$ cat config.mk
export PLATFORM = sky130hd
export DESIGN_NAME = packet_receive_validator
export DESIGN_NICKNAME = d
export VERILOG_FILES = /design/src/sv/prv_pkg.sv /design/src/sv/prv_fifo.sv /design/src/sv/prv_front.sv /design/src/sv/prv_back.sv /design/src/sv/packet_receive_validator.sv
export SDC_FILE = /design/constraint.sdc
export NUM_CORES = 1
export LEC_CHECK = 0
export BUFFER_PORTS_ARGS = -buffer_cell sky130_fd_sc_hd__buf_2
export CAP_MARGIN = 20
export CORE_MARGIN = 1.5
export CORE_UTILIZATION = 37
export CTS_CLUSTER_DIAMETER = 40
export DETAILED_ROUTE_END_ITERATION = 12
export GPL_TIMING_DRIVEN = 0
export PLACE_DENSITY = 0.53
export SYNTH_ARGS = -nofsm -noshare
export SYNTH_HDL_FRONTEND = slang
export SYNTH_SLANG_ARGS = --single-unit
$ cat constraint.sdc
create_clock -name clk -period 5.1 [get_ports clk]
set_input_delay 1.02 -clock clk [delete_from_list [all_inputs] [get_ports clk]]
set_output_delay 1.02 -clock clk [all_outputs]
set_load 0.02 [all_outputs]
$ cat src/sv/prv_pkg.sv
// Shared types, codes and helpers for the packet receive validator.
package prv_pkg;

	// Configuration register indexes
	localparam logic [1:0] REG_START_CHAR   = 2'd0;
	localparam logic [1:0] REG_END_CHAR     = 2'd1;
	localparam logic [1:0] REG_CHECK_ENABLE = 2'd2;

	// Result kinds
	localparam logic RK_BODY    = 1'b0;
	localparam logic RK_VERDICT = 1'b1;

	// Verdict codes
	localparam logic [2:0] VD_OK        = 3'd0;
	localparam logic [2:0] VD_NO_START  = 3'd1;
	localparam logic [2:0] VD_TOO_SHORT = 3'd2;
	localparam logic [2:0] VD_BAD_LEN   = 3'd3;
	localparam logic [2:0] VD_BAD_TYPE  = 3'd4;
	localparam logic [2:0] VD_BAD_SUM   = 3'd5;

	// Packet type characters
	localparam logic [7:0] TYPE_DATA   = 8'h44;
	localparam logic [7:0] TYPE_STATUS = 8'h53;
	localparam logic [7:0] TYPE_ERROR  = 8'h45;

	// Start, two length digits, type, four checksum digits, end
	localparam int unsigned MIN_PACKET_LEN = 9;

	typedef struct packed {
		logic [7:0] start_char;
		logic [7:0] end_char;
		logic       check_enable;
	} cfg_t;

	// Received byte with its classification
	typedef struct packed {
		logic [7:0] data;
		logic       is_start;
		logic       is_end;
		logic [3:0] hex;
		logic       hex_bad;
		logic       type_ok;
	} cls_t;

	typedef struct packed {
		logic       kind;
		logic [7:0] data;
		logic [2:0] code;
	} res_t;

	// {bad, value} for an uppercase hex digit
	function automatic logic [4:0] hex_decode(input logic [7:0] d);
		logic [4:0] r;
		if (d >= 8'h30 && d <= 8'h39) begin
			r = {1'b0, 4'(d - 8'h30)};
		end else if (d >= 8'h41 && d <= 8'h46) begin
			r = {1'b0, 4'(d - 8'h37)};
		end else begin
			r = 5'b1_0000;
		end
		return r;
	endfunction

	// rotate left by one, then add the byte
	function automatic logic [15:0] sum_step(input logic [15:0] s, input logic [7:0] b);
		return {s[14:0], s[15]} + {8'h00, b};
	endfunction

endpackage

$ cat src/sv/prv_fifo.sv
// Small register queue with first-word-fall-through read.
module prv_fifo #(
	parameter int WIDTH = 8,
	parameter int DEPTH = 2
) (
	input  logic             clk,
	input  logic             arst_n,
	input  logic             push,
	input  logic [WIDTH-1:0] wdata,
	output logic             full,
	input  logic             pop,
	output logic [WIDTH-1:0] rdata,
	output logic             empty
);
	localparam int PW = (DEPTH > 1) ? $clog2(DEPTH) : 1;
	localparam int CW = $clog2(DEPTH + 1);

	logic [WIDTH-1:0] mem_q [DEPTH];
	logic [PW-1:0]    wr_ptr_q, rd_ptr_q;
	logic [CW-1:0]    count_q;
	logic             do_push, do_pop;

	assign full    = count_q == CW'(DEPTH);
	assign empty   = count_q == '0;
	assign do_push = push && !full;
	assign do_pop  = pop && !empty;
	assign rdata   = mem_q[rd_ptr_q];

	always_ff @(posedge clk or negedge arst_n) begin
		if (!arst_n) begin
			wr_ptr_q <= '0;
			rd_ptr_q <= '0;
			count_q  <= '0;
		end else begin
			if (do_push) begin
				wr_ptr_q <= (wr_ptr_q == PW'(DEPTH - 1)) ? '0 : wr_ptr_q + 1'b1;
			end
			if (do_pop) begin
				rd_ptr_q <= (rd_ptr_q == PW'(DEPTH - 1)) ? '0 : rd_ptr_q + 1'b1;
			end
			if (do_push && !do_pop) begin
				count_q <= count_q + 1'b1;
			end else if (do_pop && !do_push) begin
				count_q <= count_q - 1'b1;
			end
		end
	end

	always_ff @(posedge clk) begin
		if (do_push) begin
			mem_q[wr_ptr_q] <= wdata;
		end
	end

endmodule

$ cat src/sv/prv_front.sv
// Front end: classifies each received byte against the configuration.
module prv_front (
	input  logic [7:0]     line_byte,
	input  prv_pkg::cfg_t  cfg,
	output prv_pkg::cls_t  cls
);
	import prv_pkg::*;

	logic [4:0] hx;

	always_comb begin
		hx           = hex_decode(line_byte);
		cls.data     = line_byte;
		cls.is_start = line_byte == cfg.start_char;
		cls.is_end   = line_byte == cfg.end_char;
		cls.hex      = hx[3:0];
		cls.hex_bad  = hx[4];
		cls.type_ok  = line_byte == TYPE_DATA || line_byte == TYPE_STATUS
		            || line_byte == TYPE_ERROR;
	end

endmodule

$ cat src/sv/prv_back.sv
// Back end: packet state, checksum, tail delay line and verdicts.
module prv_back #(
	parameter int BUFFER_BYTES = 384
) (
	input  logic           clk,
	input  logic           arst_n,
	input  prv_pkg::cfg_t  cfg,
	input  prv_pkg::cls_t  cls,
	input  logic           cls_empty,
	output logic           cls_pop,
	output logic           res_push,
	output prv_pkg::res_t  res,
	input  logic           res_full
);
	import prv_pkg::*;

	localparam int CW = $clog2(BUFFER_BYTES + 1);
	localparam int LW = (CW > 8) ? CW : 8;

	logic          go;
	logic          in_packet_q, in_packet_d, inpk;
	logic [CW-1:0] cnt_q, cnt_d;
	logic [CW-1:0] pos_q, pos_d, pos_c, pos_n, len;
	logic [15:0]   sum_q, sum_d, sum_c, sum_e;
	logic [7:0]    declen_q, declen_d, declen_c;
	logic          lbad_q, lbad_d, lbad_c;
	logic          tbad_q, tbad_d, tbad_c;
	logic          ovf, emit;
	logic          tail_wr, tail_shift;
	logic [1:0]    tail_idx;
	logic          dig_bad;
	logic [15:0]   digits;
	cls_t          tail_q [4];

	assign go       = !cls_empty && !res_full;
	assign cls_pop  = go;
	assign res_push = go && emit;

	always_comb begin
		// buffer full: the reading state restarts before this byte
		ovf      = cnt_q == CW'(BUFFER_BYTES);
		inpk     = in_packet_q && !ovf;
		pos_c    = ovf ? '0 : pos_q;
		sum_c    = ovf ? '0 : sum_q;
		declen_c = ovf ? '0 : declen_q;
		lbad_c   = ovf ? 1'b0 : lbad_q;
		tbad_c   = ovf ? 1'b0 : tbad_q;

		cnt_d       = ovf ? CW'(1) : cnt_q + 1'b1;
		in_packet_d = inpk;
		pos_d       = pos_c;
		sum_d       = sum_c;
		declen_d    = declen_c;
		lbad_d      = lbad_c;
		tbad_d      = tbad_c;
		tail_wr     = 1'b0;
		tail_shift  = 1'b0;
		pos_n       = pos_c + 1'b1;
		tail_idx    = 2'(pos_n[1:0] + 2'd1);
		len         = pos_n + 1'b1;
		sum_e       = sum_step(sum_c, cls.data);
		digits      = {tail_q[0].hex, tail_q[1].hex, tail_q[2].hex, tail_q[3].hex};
		dig_bad     = tail_q[0].hex_bad | tail_q[1].hex_bad
		            | tail_q[2].hex_bad | tail_q[3].hex_bad;
		emit        = 1'b0;
		res         = '0;

		if (!inpk) begin
			if (cls.is_end) begin
				emit     = 1'b1;
				res.kind = RK_VERDICT;
				res.code = cls.is_start ? VD_TOO_SHORT : VD_NO_START;
			end else if (cls.is_start) begin
				in_packet_d = 1'b1;
				pos_d       = '0;
				sum_d       = {8'h00, cls.data};
				declen_d    = '0;
				lbad_d      = 1'b0;
				tbad_d      = 1'b0;
			end
		end else begin
			pos_d = pos_n;
			if (cls.is_end) begin
				emit     = 1'b1;
				res.kind = RK_VERDICT;
				if (len < CW'(MIN_PACKET_LEN)) begin
					res.code = VD_TOO_SHORT;
				end else if (lbad_c || LW'(declen_c) != LW'(len)) begin
					res.code = VD_BAD_LEN;
				end else if (tbad_c) begin
					res.code = VD_BAD_TYPE;
				end else if (cfg.check_enable && (dig_bad || digits != sum_e)) begin
					res.code = VD_BAD_SUM;
				end else begin
					res.code = VD_OK;
				end
			end else if (pos_n == CW'(1) || pos_n == CW'(2)) begin
				sum_d    = sum_e;
				lbad_d   = lbad_c | cls.hex_bad;
				declen_d = {declen_c[3:0], cls.hex};
			end else begin
				if (pos_n == CW'(3)) begin
					tbad_d = !cls.type_ok;
				end
				if (pos_n < CW'(7)) begin
					tail_wr = 1'b1;
				end else begin
					// oldest tail byte leaves as body and enters the checksum
					tail_shift = 1'b1;
					sum_d      = sum_step(sum_c, tail_q[0].data);
					emit       = 1'b1;
					res.kind   = RK_BODY;
					res.data   = tail_q[0].data;
				end
			end
		end

		// a verdict ends the packet and empties the buffer count
		if (emit && res.kind == RK_VERDICT) begin
			in_packet_d = 1'b0;
			cnt_d       = '0;
			pos_d       = '0;
			sum_d       = '0;
			declen_d    = '0;
			lbad_d      = 1'b0;
			tbad_d      = 1'b0;
		end
	end

	always_ff @(posedge clk or negedge arst_n) begin
		if (!arst_n) begin
			in_packet_q <= 1'b0;
			cnt_q       <= '0;
			pos_q       <= '0;
			sum_q       <= '0;
			declen_q    <= '0;
			lbad_q      <= 1'b0;
			tbad_q      <= 1'b0;
		end else if (go) begin
			in_packet_q <= in_packet_d;
			cnt_q       <= cnt_d;
			pos_q       <= pos_d;
			sum_q       <= sum_d;
			declen_q    <= declen_d;
			lbad_q      <= lbad_d;
			tbad_q      <= tbad_d;
		end
	end

	always_ff @(posedge clk) begin
		if (go && tail_wr) begin
			tail_q[tail_idx] <= cls;
		end else if (go && tail_shift) begin
			tail_q[0] <= tail_q[1];
			tail_q[1] <= tail_q[2];
			tail_q[2] <= tail_q[3];
			tail_q[3] <= cls;
		end
	end

	a_cnt_bound: assert property (@(posedge clk) disable iff (!arst_n)
		cnt_q <= CW'(BUFFER_BYTES))
		else $error("buffer count beyond limit");

	a_verdict_closes: assert property (@(posedge clk) disable iff (!arst_n)
		(res_push && res.kind == RK_VERDICT) |=> (!in_packet_q && cnt_q == '0))
		else $error("verdict did not close the packet");

	a_body_in_packet: assert property (@(posedge clk) disable iff (!arst_n)
		(res_push && res.kind == RK_BODY) |=> (in_packet_q && pos_q >= CW'(7)))
		else $error("body beat outside a packet body");

	a_body_clean: assert property (@(posedge clk) disable iff (!arst_n)
		(res_push && res.kind == RK_BODY) |-> res.code == VD_OK)
		else $error("body beat carries a verdict code");

endmodule

$ cat src/sv/packet_receive_validator.sv
// Top level of the packet receive validator.
// Takes one line byte per cycle while full is low and gives back zero or one result beat per
// byte: body bytes from the type byte on, delayed by four bytes so the checksum digits never
// leave, then a verdict beat at the end character. Sustained rate is one byte per cycle while
// nothing stalls, set by the back end's state update (rotate-and-add checksum plus compares).
// An accepted byte is first registered in the two-entry classify queue; the back end, which
// works straight off that queue's head, then writes its result into the two-entry result
// queue when nothing stalls, and that queue's head drives the ports.
// Configuration is taken at any cycle but must only change while idle.
module packet_receive_validator #(
	parameter int BUFFER_BYTES = 384
) (
	input  logic       clk,
	input  logic       arst_n,
	input  logic       push,
	input  logic [7:0] line_byte,
	output logic       full,
	input  logic       pop,
	output logic       empty,
	output logic       result_kind,
	output logic [7:0] body_byte,
	output logic [2:0] verdict,
	input  logic       cfg_valid,
	output logic       cfg_ready,
	input  logic [1:0] cfg_index,
	input  logic [7:0] cfg_data
);
	import prv_pkg::*;

	cfg_t cfg_q;
	cls_t cls_in, cls_out;
	res_t res_in, res_out;
	logic [$bits(cls_t)-1:0] cls_raw;
	logic [$bits(res_t)-1:0] res_raw;
	logic cls_empty, cls_pop, res_push, res_full;

	assign cfg_ready = 1'b1;

	always_ff @(posedge clk or negedge arst_n) begin
		if (!arst_n) begin
			cfg_q.start_char   <= 8'h01;
			cfg_q.end_char     <= 8'h0D;
			cfg_q.check_enable <= 1'b1;
		end else if (cfg_valid && cfg_ready) begin
			case (cfg_index)
				REG_START_CHAR:   cfg_q.start_char   <= cfg_data;
				REG_END_CHAR:     cfg_q.end_char     <= cfg_data;
				REG_CHECK_ENABLE: cfg_q.check_enable <= cfg_data[0];
				default: ;
			endcase
		end
	end

	prv_front u_front (
		.line_byte (line_byte),
		.cfg       (cfg_q),
		.cls       (cls_in)
	);

	prv_fifo #(.WIDTH($bits(cls_t)), .DEPTH(2)) u_cls_fifo (
		.clk    (clk),
		.arst_n (arst_n),
		.push   (push),
		.wdata  (cls_in),
		.full   (full),
		.pop    (cls_pop),
		.rdata  (cls_raw),
		.empty  (cls_empty)
	);

	assign cls_out = cls_t'(cls_raw);

	prv_back #(.BUFFER_BYTES(BUFFER_BYTES)) u_back (
		.clk       (clk),
		.arst_n    (arst_n),
		.cfg       (cfg_q),
		.cls       (cls_out),
		.cls_empty (cls_empty),
		.cls_pop   (cls_pop),
		.res_push  (res_push),
		.res       (res_in),
		.res_full  (res_full)
	);

	prv_fifo #(.WIDTH($bits(res_t)), .DEPTH(2)) u_res_fifo (
		.clk    (clk),
		.arst_n (arst_n),
		.push   (res_push),
		.wdata  (res_in),
		.full   (res_full),
		.pop    (pop),
		.rdata  (res_raw),
		.empty  (empty)
	);

	assign res_out     = res_t'(res_raw);
	assign result_kind = res_out.kind;
	assign body_byte   = res_out.data;
	assign verdict     = res_out.code;

endmodule
**After elaboration in Yosys (flattened, before gate mapping)**

Memory sizes are Yosys's and may differ from the RTL's.
Cells that the tools add are included.

- Shift operators: 0
- Bitwise logic cells: 4
- Magnitude comparators: 6
- Add/subtract/negate cells: 16
- Multipliers: 0
- Reductions and logical operators: 41
- Divide/modulo/power cells: 0
- Muxes and demuxes: 88
- Equality and inequality tests: 15

Operator list:

| kind | number |
|---|---|
| $mux W16 | 9 |
| $mux W8 | 10 |
| $mux W9 | 8 |
| $mux W1 | 46 |
| $add A16 B8 Y16 | 2 |
| $add A9 B1 Y9 const B | 3 |
| $eq A8 B7 Y1 const B | 3 |
| $mux W3 | 7 |
| $eq A9 B2 Y1 const B | 2 |
| $logic_and A1 B1 Y1 | 17 |
| $eq A8 B8 Y1 | 2 |
| $ne A16 B16 Y1 | 1 |
| $reduce_or A16 Y1 | 1 |
| $mux W2 | 6 |
| $logic_not A1 Y1 | 10 |
| $mux W5 | 2 |
| $eq A9 B1 Y1 const B | 1 |
| $eq A9 B9 Y1 const B | 1 |
| $lt A9 B3 Y1 const B | 1 |
| $lt A9 B4 Y1 const B | 1 |
| $ne A8 B9 Y1 | 1 |
| $ge A8 B6 Y1 const B | 1 |
| $ge A8 B7 Y1 const B | 1 |
| $le A8 B6 Y1 const B | 1 |
| other kinds (13) | 33 |

- Memories kept: 3
- RAM bits: 120
- Bits in latches: 0
- Word-level logic and storage cells: 189
- Flip-flop bits (word level): 70
- Bits of input ports: 23
- Output and inout port bits: 15
- Bits in read-only memories: 0

Memory list:

| memory | words | width | rd ports | clocked after memory_dff | write ports | line | source |
|---|---|---|---|---|---|---|---|
| u_back.tail_q | 4 | 16 | 4 | 0 | 4 | prv_back.sv:33 | `cls_t tail_q [4];` |
| u_cls_fifo.mem_q | 2 | 16 | 1 | 0 | 1 | prv_fifo.sv:18 | `logic [WIDTH-1:0] mem_q [DEPTH];` |
| u_res_fifo.mem_q | 2 | 12 | 1 | 0 | 1 | prv_fifo.sv:18 |  |

**Depth between registers and ports, before layout**

Gate-level depths: netlist of run 1.

- Word-level depth: 14
- Gate-level depth with buffers: 22
- Depth with buffers taken out: 18

**By module**

A second synthesis of run 1 with hierarchy kept.

- Cells, all modules: 1014
- Area, all modules: 10373.7 µm²

By module, submodules not included:

| module | times used | cells an instance | sequential area each (µm²) | area each (µm²) |
|---|---|---|---|---|
| prv_back | 1 | 794 | 2687.6 | 6756.5 |
| prv_fifo at u_cls_fifo | 1 | 69 | 1061.0 | 1402.6 |
| prv_fifo at u_res_fifo | 1 | 56 | 820.8 | 1107.3 |
| packet_receive_validator | 1 | 39 | 431.7 | 671.9 |
| prv_front | 1 | 56 | 0.0 | 435.4 |

**Worst setup path before layout of run 1**

OpenSTA, ideal clock, no wires.

- Kind: register -> register
- Start point: reg u_back.cnt_q[0]
- End point: mem u_back.tail_q[1][10] (netlist name), enable pin
- Clock period less this slack: 4578 ps
- Slack: 522 ps
- Arrival time: 4191 ps
- Required time: 4713 ps
- Library setup time: 387 ps
- Cell stages (with the launch flop): 19
- Path buffers: 5
- Cell sequence: dfrtp_1 > inv_1 > ha_1 > nor4bb_2 > nand2_1 > buf_2 > clkbuf_1 > clkbuf_1 > clkbuf_1 > and2_1 > ha_1 > nand2_1 > or4b_1 > a21oi_1 > o2111a_1 > o21bai_1 > buf_4 > nand3_1 > a21oi_1

RTL lines:

| what | line | source |
|---|---|---|
| start, declared | prv_back.sv:22 | `logic [CW-1:0] cnt_q, cnt_d;` |
| start signal, assigned | prv_back.sv:141 | `cnt_q <= cnt_d;` |
| end, declared | prv_back.sv:33 |  |

==> results.toml, run 1 <==
[synth]
post-synth-top-area-cell = "edfxtp_1"
synth.area.top_cells = "edfxtp_1 32%, dfrtp_1 16%, xnor2_1 4.6%"
yosysUniqueCellTypes = 87
synth_ff_type = "edfxtp_1"
synth_edf_count = 108
synth_area_per_cell_um2 = 10.9
syn_nets = 982
async_reset_ff_frac = 0.393
synth_top_area_frac = 0.322
synthCells = 927
synthTopCellsByCount = "108 x edfxtp_1, 85 x nand2_1, 65 x dfrtp_1, 56 x nor2_1, 55 x o21ai_0"
yosysMostFrequentCell = "edfxtp_1"
syn-cell-area_mm2 = 0.0101
synth-seq-cells = 178
ys_seq_area_frac = 0.497
yosys_warnings = 0

[clock_tree]
cts_tree = "done"
root_buffer = "clkbuf_16"
clock_path_buffers = 2
clock_latency_ps = 440
htree_levels = 4
numCtsBuffers = 17
path_clk_slew_ps = 80
cts_hold_buf = 0
cts.sinks = 178

[routing]
drc = 0
final_antenna_net_count = 0
via_per_inst = 5.55
drt_iter0_markers = 666
vias = 7466
firstDrtPassIters = 6
routed_wl_um = 27800
post_drt_wl_per_cell_um = 20.7

[critical_path]
rr_worst_depth = 18
arrival_ps = 5070
r2r_end = "u_res_fifo.mem_q[0][2]"
reg2reg_from = "u_back.cnt_q[0]"
cp_cell_sequence = "inv_1 -> ha_1 -> nor4bb_4 -> nand2_2 -> buf_12 -> buf_4 -> and2_2 -> ha_1 -> fa_2 -> a211oi_4 -> o21bai_1 -> xnor3_1 -> nor2_1 -> nand4b_1 -> nor4_2 -> o2111ai_2 -> o31a_1 -> o211a_1"
crit_fanout = 19
required_ps = 5280
reg2reg_slack_ps = 200
path_class = "register to register"
cp_slowest_cell = "dfrtp_2"
startpoint_type = "register"
endpoint_kind = "register"
cpPeakStageDelay_ps = 440
path_common_cell = "ha_1"

[timing]
holdWs_ps = 485
fin_crit_ps = 4900
worst_pin_slew_ps = 953
finalCritPeriodShare = 0.960
fmax_mhz = 204
slew_violations = 0
setup_viol = 0
final-hold-violation-count = 0
fin_skew_ps = 12.0
rsz0062_at_grt = "no"
maxSlewHeadroom = 0.347

[global_routing]
antenna_found_initial = 1
grt_max_degree = 48
grt.overflow.total = 0
grt_pass1_wl_um = 43300
globalRouteTotalUtil = 0.204
grt_pass1_vias = 7307

[min_path]
hp-class = "register to register"
min_path_cells = 2
min_from = "u_back.sum_q[5]"
min_to = "u_back.sum_q[5]"

[placed_design]
gp_congestion = 0.879
numPortBuffers = 36
dp_hpwl_um = 20300

[floorplan]
die_y_um = 168
rows = 60
die_area_mm2 = 0.0282
die_w_um = 168
ios = 38
start_util = 0.376
core_area_mm2 = 0.0268

[layout]
areaGrowthSynthToFinish_pct = 14.7
n_antenna_cell = 0
final_util = 0.431
drive_above_1_share = 0.179
layout.nets = 1047

[run]
drv_cap = 0

[power]
ir_drop_uv = 354
p_leak_uw = 0.00437
power.total_uw = 6430
power_density_mw_per_mm2 = 557

[run_status]
outcome = "completed"
## worst max-delay path by stage
stage,startpoint,endpoint,slack (ps),cells past startpoint
after floorplan,u_back.cnt_q[0],u_back.tail_q[1][10],520,18
after global placement,u_back.cnt_q[0],u_back.tail_q[2][14],-1910,18
after detailed placement,u_back.cnt_q[0],u_back.tail_q[0][3],-920,18
after CTS,u_back.cnt_q[0],u_res_fifo.mem_q[0][2],20,19
after global routing,u_back.cnt_q[0],u_res_fifo.mem_q[0][2],10,18
final,u_back.cnt_q[0],u_res_fifo.mem_q[0][2],200,18
## registers in the layout, indices dropped and copies added, names as in the netlist
register,cells
u_back.declen_q,8
u_res_fifo.mem_q,24
u_cls_fifo.mem_q,32
u_res_fifo.wr_ptr_q,1
cfg_q,17
u_back.sum_q,16
u_back.tbad_q,1
u_back.cnt_q,9
u_back.tail_q,52
u_cls_fifo.rd_ptr_q,1
u_back.in_packet_q,1
u_cls_fifo.wr_ptr_q,1
u_res_fifo.rd_ptr_q,1
u_back.lbad_q,1
u_back.pos_q,9
u_res_fifo.count_q,2
u_cls_fifo.count_q,2
## metrics by stage
stage	setup slack [ps]	TNS (ps)	instances	instance area (µm²)
global placement	-1910	-182610	1304	10700
CTS	20.2	0	1348	11500
finish	204	0	1346	11500
floorplan	522	0	927	10100
global route	15.0	0	1346	11500
detailed placement	-921	-115580	1313	10800
## final cells by class
type                       count  area, µm²
multi-input combinational    673       4830
fill                        2549      15300
buffer                        39        225
inverter                      35        131
tap                          341        427
sequential                   178       5000
clock buffer                  17        425
timing repair buffer          48        318
clock inverter                15        181
## worst max-delay path, delay by kind of cell (launching register included)
kind | cells | cell delay [ps]
AOI/OAI and AO/OA | 5 | 1310
xor gates and xnor gates | 1 | 260
adders and majority gates | 3 | 810
buffers and inverters | 3 | 490
DFF | 1 | 440
and+or+nand+nor | 6 | 1310
## cell usage in the layout (no fill, tap or decap), types with 4 or more instances in the layout
cell type,Yosys,final
o21a_1,41,41
nand2b_1,8,8
o211ai_1,10,10
and2_1,19,17
clkbuf_1,18,15
dfrtp_1,65,63
ha_1,30,30
buf_2,12,48
clkinv_8,0,4
nand2_1,85,83
a21oi_1,47,41
nor4b_1,6,6
edfxtp_1,108,108
a21o_1,4,4
nand4_1,10,10
dfstp_2,5,5
and3_1,7,7
buf_4,6,11
nor3b_1,5,5
nor3_1,14,13
xnor2_1,53,52
or3_1,4,4
nand3_1,18,17
clkbuf_16,0,17
nor4_1,9,8
buf_8,1,5
o21bai_1,6,6
a22o_1,5,5
mux2_2,33,33
nor2b_1,5,5
nor2_1,56,55
mux2i_1,18,18
a31oi_1,6,5
inv_1,34,34
o2111ai_1,5,4
o21ai_0,55,54
xor2_1,30,29
o22ai_1,10,10
a21oi_2,1,7
## layer usage
layer	GRT usage	vias to the layer above	part of all wire
met4	0.0709	0	0.026
li1	-	3541	-
met3	0.0414	39	0.057
met2	0.318	234	0.45
met5	0	-	0
met1	0.283	3652	0.47
## timing repair
item	4_1_cts	5_1_grt
buffers inserted	3	0
gates resized for setup	24	7
gates cloned	0	0
endpoints found under the hold margin	0	0
endpoints found under the setup margin	166	119
pin swaps	3	4
## cells by family after synthesis
family	synth area share
flops	0.497
xor+xnor	0.0767
compound gates	0.159
mux	0.0562
simple gates	0.135
other cells	0.000373
buf+inv	0.0339
fa+ha+maj	0.0413
## where the power goes
group	total [µW]	switching, µW	internal (µW)
logic	2990	1870	1120
clock network	1350	677	669
registers	2090	184	1910
(Power assumes the default switching activity.)
==> run 2, diff against run 1 <==
Clock period 5.1 ns to 5.6 ns, I/O delays scaled along.
==> results.toml, run 2 (same netlist as run 1, synthesis figures left out) <==
[layout]
layout.nets = 1044
areaGrowthSynthToFinish_pct = 13.6
largestRegisters = "u_back.tail_q: 52 flops, u_cls_fifo.mem_q: 32 flops, u_res_fifo.mem_q: 24 flops"
drive_above_1_share = 0.164
layout_common_cells = "108 x edfxtp_1, 84 x nand2_1, 65 x dfrtp_1"
seq_area_mm2 = 0.00500
final_util = 0.427
largest_register = "u_back.tail_q"
layout_commonest_cell = "edfxtp_1"
n_antenna_cell = 0
fill_cells = 2556
largest_reg_flops = 52
multi_input_area_mm2 = 0.00477

[critical_path]
reg2reg_from = "u_back.cnt_q[0]"
reg2reg_slack_ps = 300
path_common_cell = "ha_1"
critPathCapture = "u_res_fifo.mem_q[0][2]"
crit_buf_inv = 2
cp_top_family = "simple AND/OR/NAND/NOR gates"
cp_num_cells = 17
cpPeakStageDelay_ps = 450
required_ps = 5780
arrival_ps = 5480
startpoint_type = "register"
r2r_end = "u_res_fifo.mem_q[0][2]"
endpoint_kind = "register"
rr_worst_depth = 17
path_class = "register to register"
cp_slowest_cell = "fa_1"
crit_fanout = 28
cp_cell_sequence = "inv_1 -> ha_1 -> nor4bb_2 -> nand2_1 -> buf_4 -> and2_1 -> ha_1 -> fa_1 -> a211oi_2 -> o21bai_1 -> xnor3_1 -> nor2_1 -> nand4b_1 -> nor4_1 -> o2111ai_1 -> o31a_1 -> o211a_1"
cp-startpoint = "u_back.cnt_q[0]"

[timing]
worst_pin_slew_ps = 922
rsz0062_at_grt = "no"
fin_skew_ps = 11.6
finalCritPeriodShare = 0.946
maxSlewHeadroom = 0.368
fmax_mhz = 189
fin_crit_ps = 5300
final-hold-violation-count = 0
slew_violations = 0
setup_viol = 0

[routing]
drt_iter0_markers = 632
via_per_inst = 5.53
post_drt_wl_per_cell_um = 20.7
final_antenna_net_count = 0
vias = 7429
routed_wl_um = 27800
firstDrtPassIters = 5
drc = 0

[power]
seq_power_share = 0.329
power_frac_comb = 0.460
power_switching_uw = 2470
p_int_uw = 3330
p_leak_uw = 0.00434
power_density_mw_per_mm2 = 507
ir_drop_uv = 322
pwr-share-clk = 0.211
power.total_uw = 5800
switching_share = 0.426

[min_path]
hp-class = "register to register"
min_path_cells = 2
min_from = "u_back.sum_q[5]"

[floorplan]
die_y_um = 168
rows = 60
die_w_um = 168
ios = 38
core_area_mm2 = 0.0268
start_util = 0.376
die_area_mm2 = 0.0282

[global_routing]
grt_max_degree = 48
grt_pass1_wl_um = 43000
antenna_found_initial = 1
grt_pass1_vias = 7283
grt.overflow.total = 0
globalRouteTotalUtil = 0.203

[clock_tree]
cts.sinks = 178
numCtsBuffers = 17
cts_tree = "done"
root_buffer = "clkbuf_16"
path_clk_slew_ps = 80
cts_hold_buf = 0
clock_path_buffers = 2
clock_latency_ps = 440
post_cts_buffers = 0
htree_levels = 4

[run]
drv_cap = 0

[placed_design]
numPortBuffers = 36
dp_hpwl_um = 20300
gp_congestion = 0.879

[run_status]
outcome = "completed"
==> run 2: worst min-delay path by stage <==
stage / to / slack [ps]
after floorplan: u_back.sum_q[5] / 430
after global placement: u_back.sum_q[5] / 450
after detailed placement: u_back.sum_q[5] / 460
after CTS: u_back.sum_q[5] / 480
after global routing: u_back.sum_q[5] / 520
final: u_back.sum_q[5] / 480
==> run 2: metal layers <==
metal | share of wire | up-vias | track usage
li1 | - | 3529 | -
met1 | 0.47 | 3620 | 0.281
met2 | 0.44 | 235 | 0.313
met3 | 0.058 | 45 | 0.0409
met4 | 0.030 | 0 | 0.0756
met5 | 0 | - | 0
==> run 2: stage by stage <==
| step | TNS [ps] | cell area [µm²] | cells | hold slack, ps | worst slack (ps) |
|---|---|---|---|---|---|
| after detailed placement | -33310 | 10800 | 1313 | 461 | -421 |
| after global routing | 0 | 11400 | 1343 | 517 | 25.9 |
| after global placement | -99850 | 10700 | 1304 | 453 | -1410 |
| final | 0 | 11400 | 1343 | 484 | 302 |
| after floorplan | 0 | 10100 | 927 | 430 | 1020 |
| after CTS | 0 | 11400 | 1344 | 478 | 38.1 |
==> run 2: what timing repair did <==
item / 4_1_cts / 5_1_grt
pin swaps: 1 / 0
gates resized for setup: 6 / 2
gates cloned: 0 / 0
endpoints found under the setup margin: 154 / 87
==> run 2: layout make-up <==
cell class	instances	area share
timing repair buffer	45	0.0258
sequential	178	0.437
multi-input combinational	673	0.417
clock inverter	15	0.0159
buffer	39	0.0179
tap	341	0.0373
clock buffer	17	0.0372
inverter	35	0.0115
==> run 2: power groups by stage <==
| stage | combinational (µW) | clock [µW] | sequential, µW |
|---|---|---|---|
| after global placement | 2590 | 0 | 1930 |
| after floorplan | 1870 | 0 | 1880 |
| after detailed placement | 2630 | 0 | 1930 |
| after global routing | 2900 | 1300 | 1930 |
| after CTS | 2650 | 1250 | 1900 |
| final | 2670 | 1220 | 1910 |
==> run 2: worst register-to-register path: stages (launching register included) <==
cell and delay [ps]:
dfrtp_1 440, inv_1 110, ha_1 170, nor4bb_2 380, nand2_1 230, buf_4 310
and2_1 290, ha_1 240, fa_1 450, a211oi_2 370, o21bai_1 220, xnor3_1 260
nor2_1 180, nand4b_1 120, nor4_1 400, o2111ai_1 280, o31a_1 350, o211a_1 230
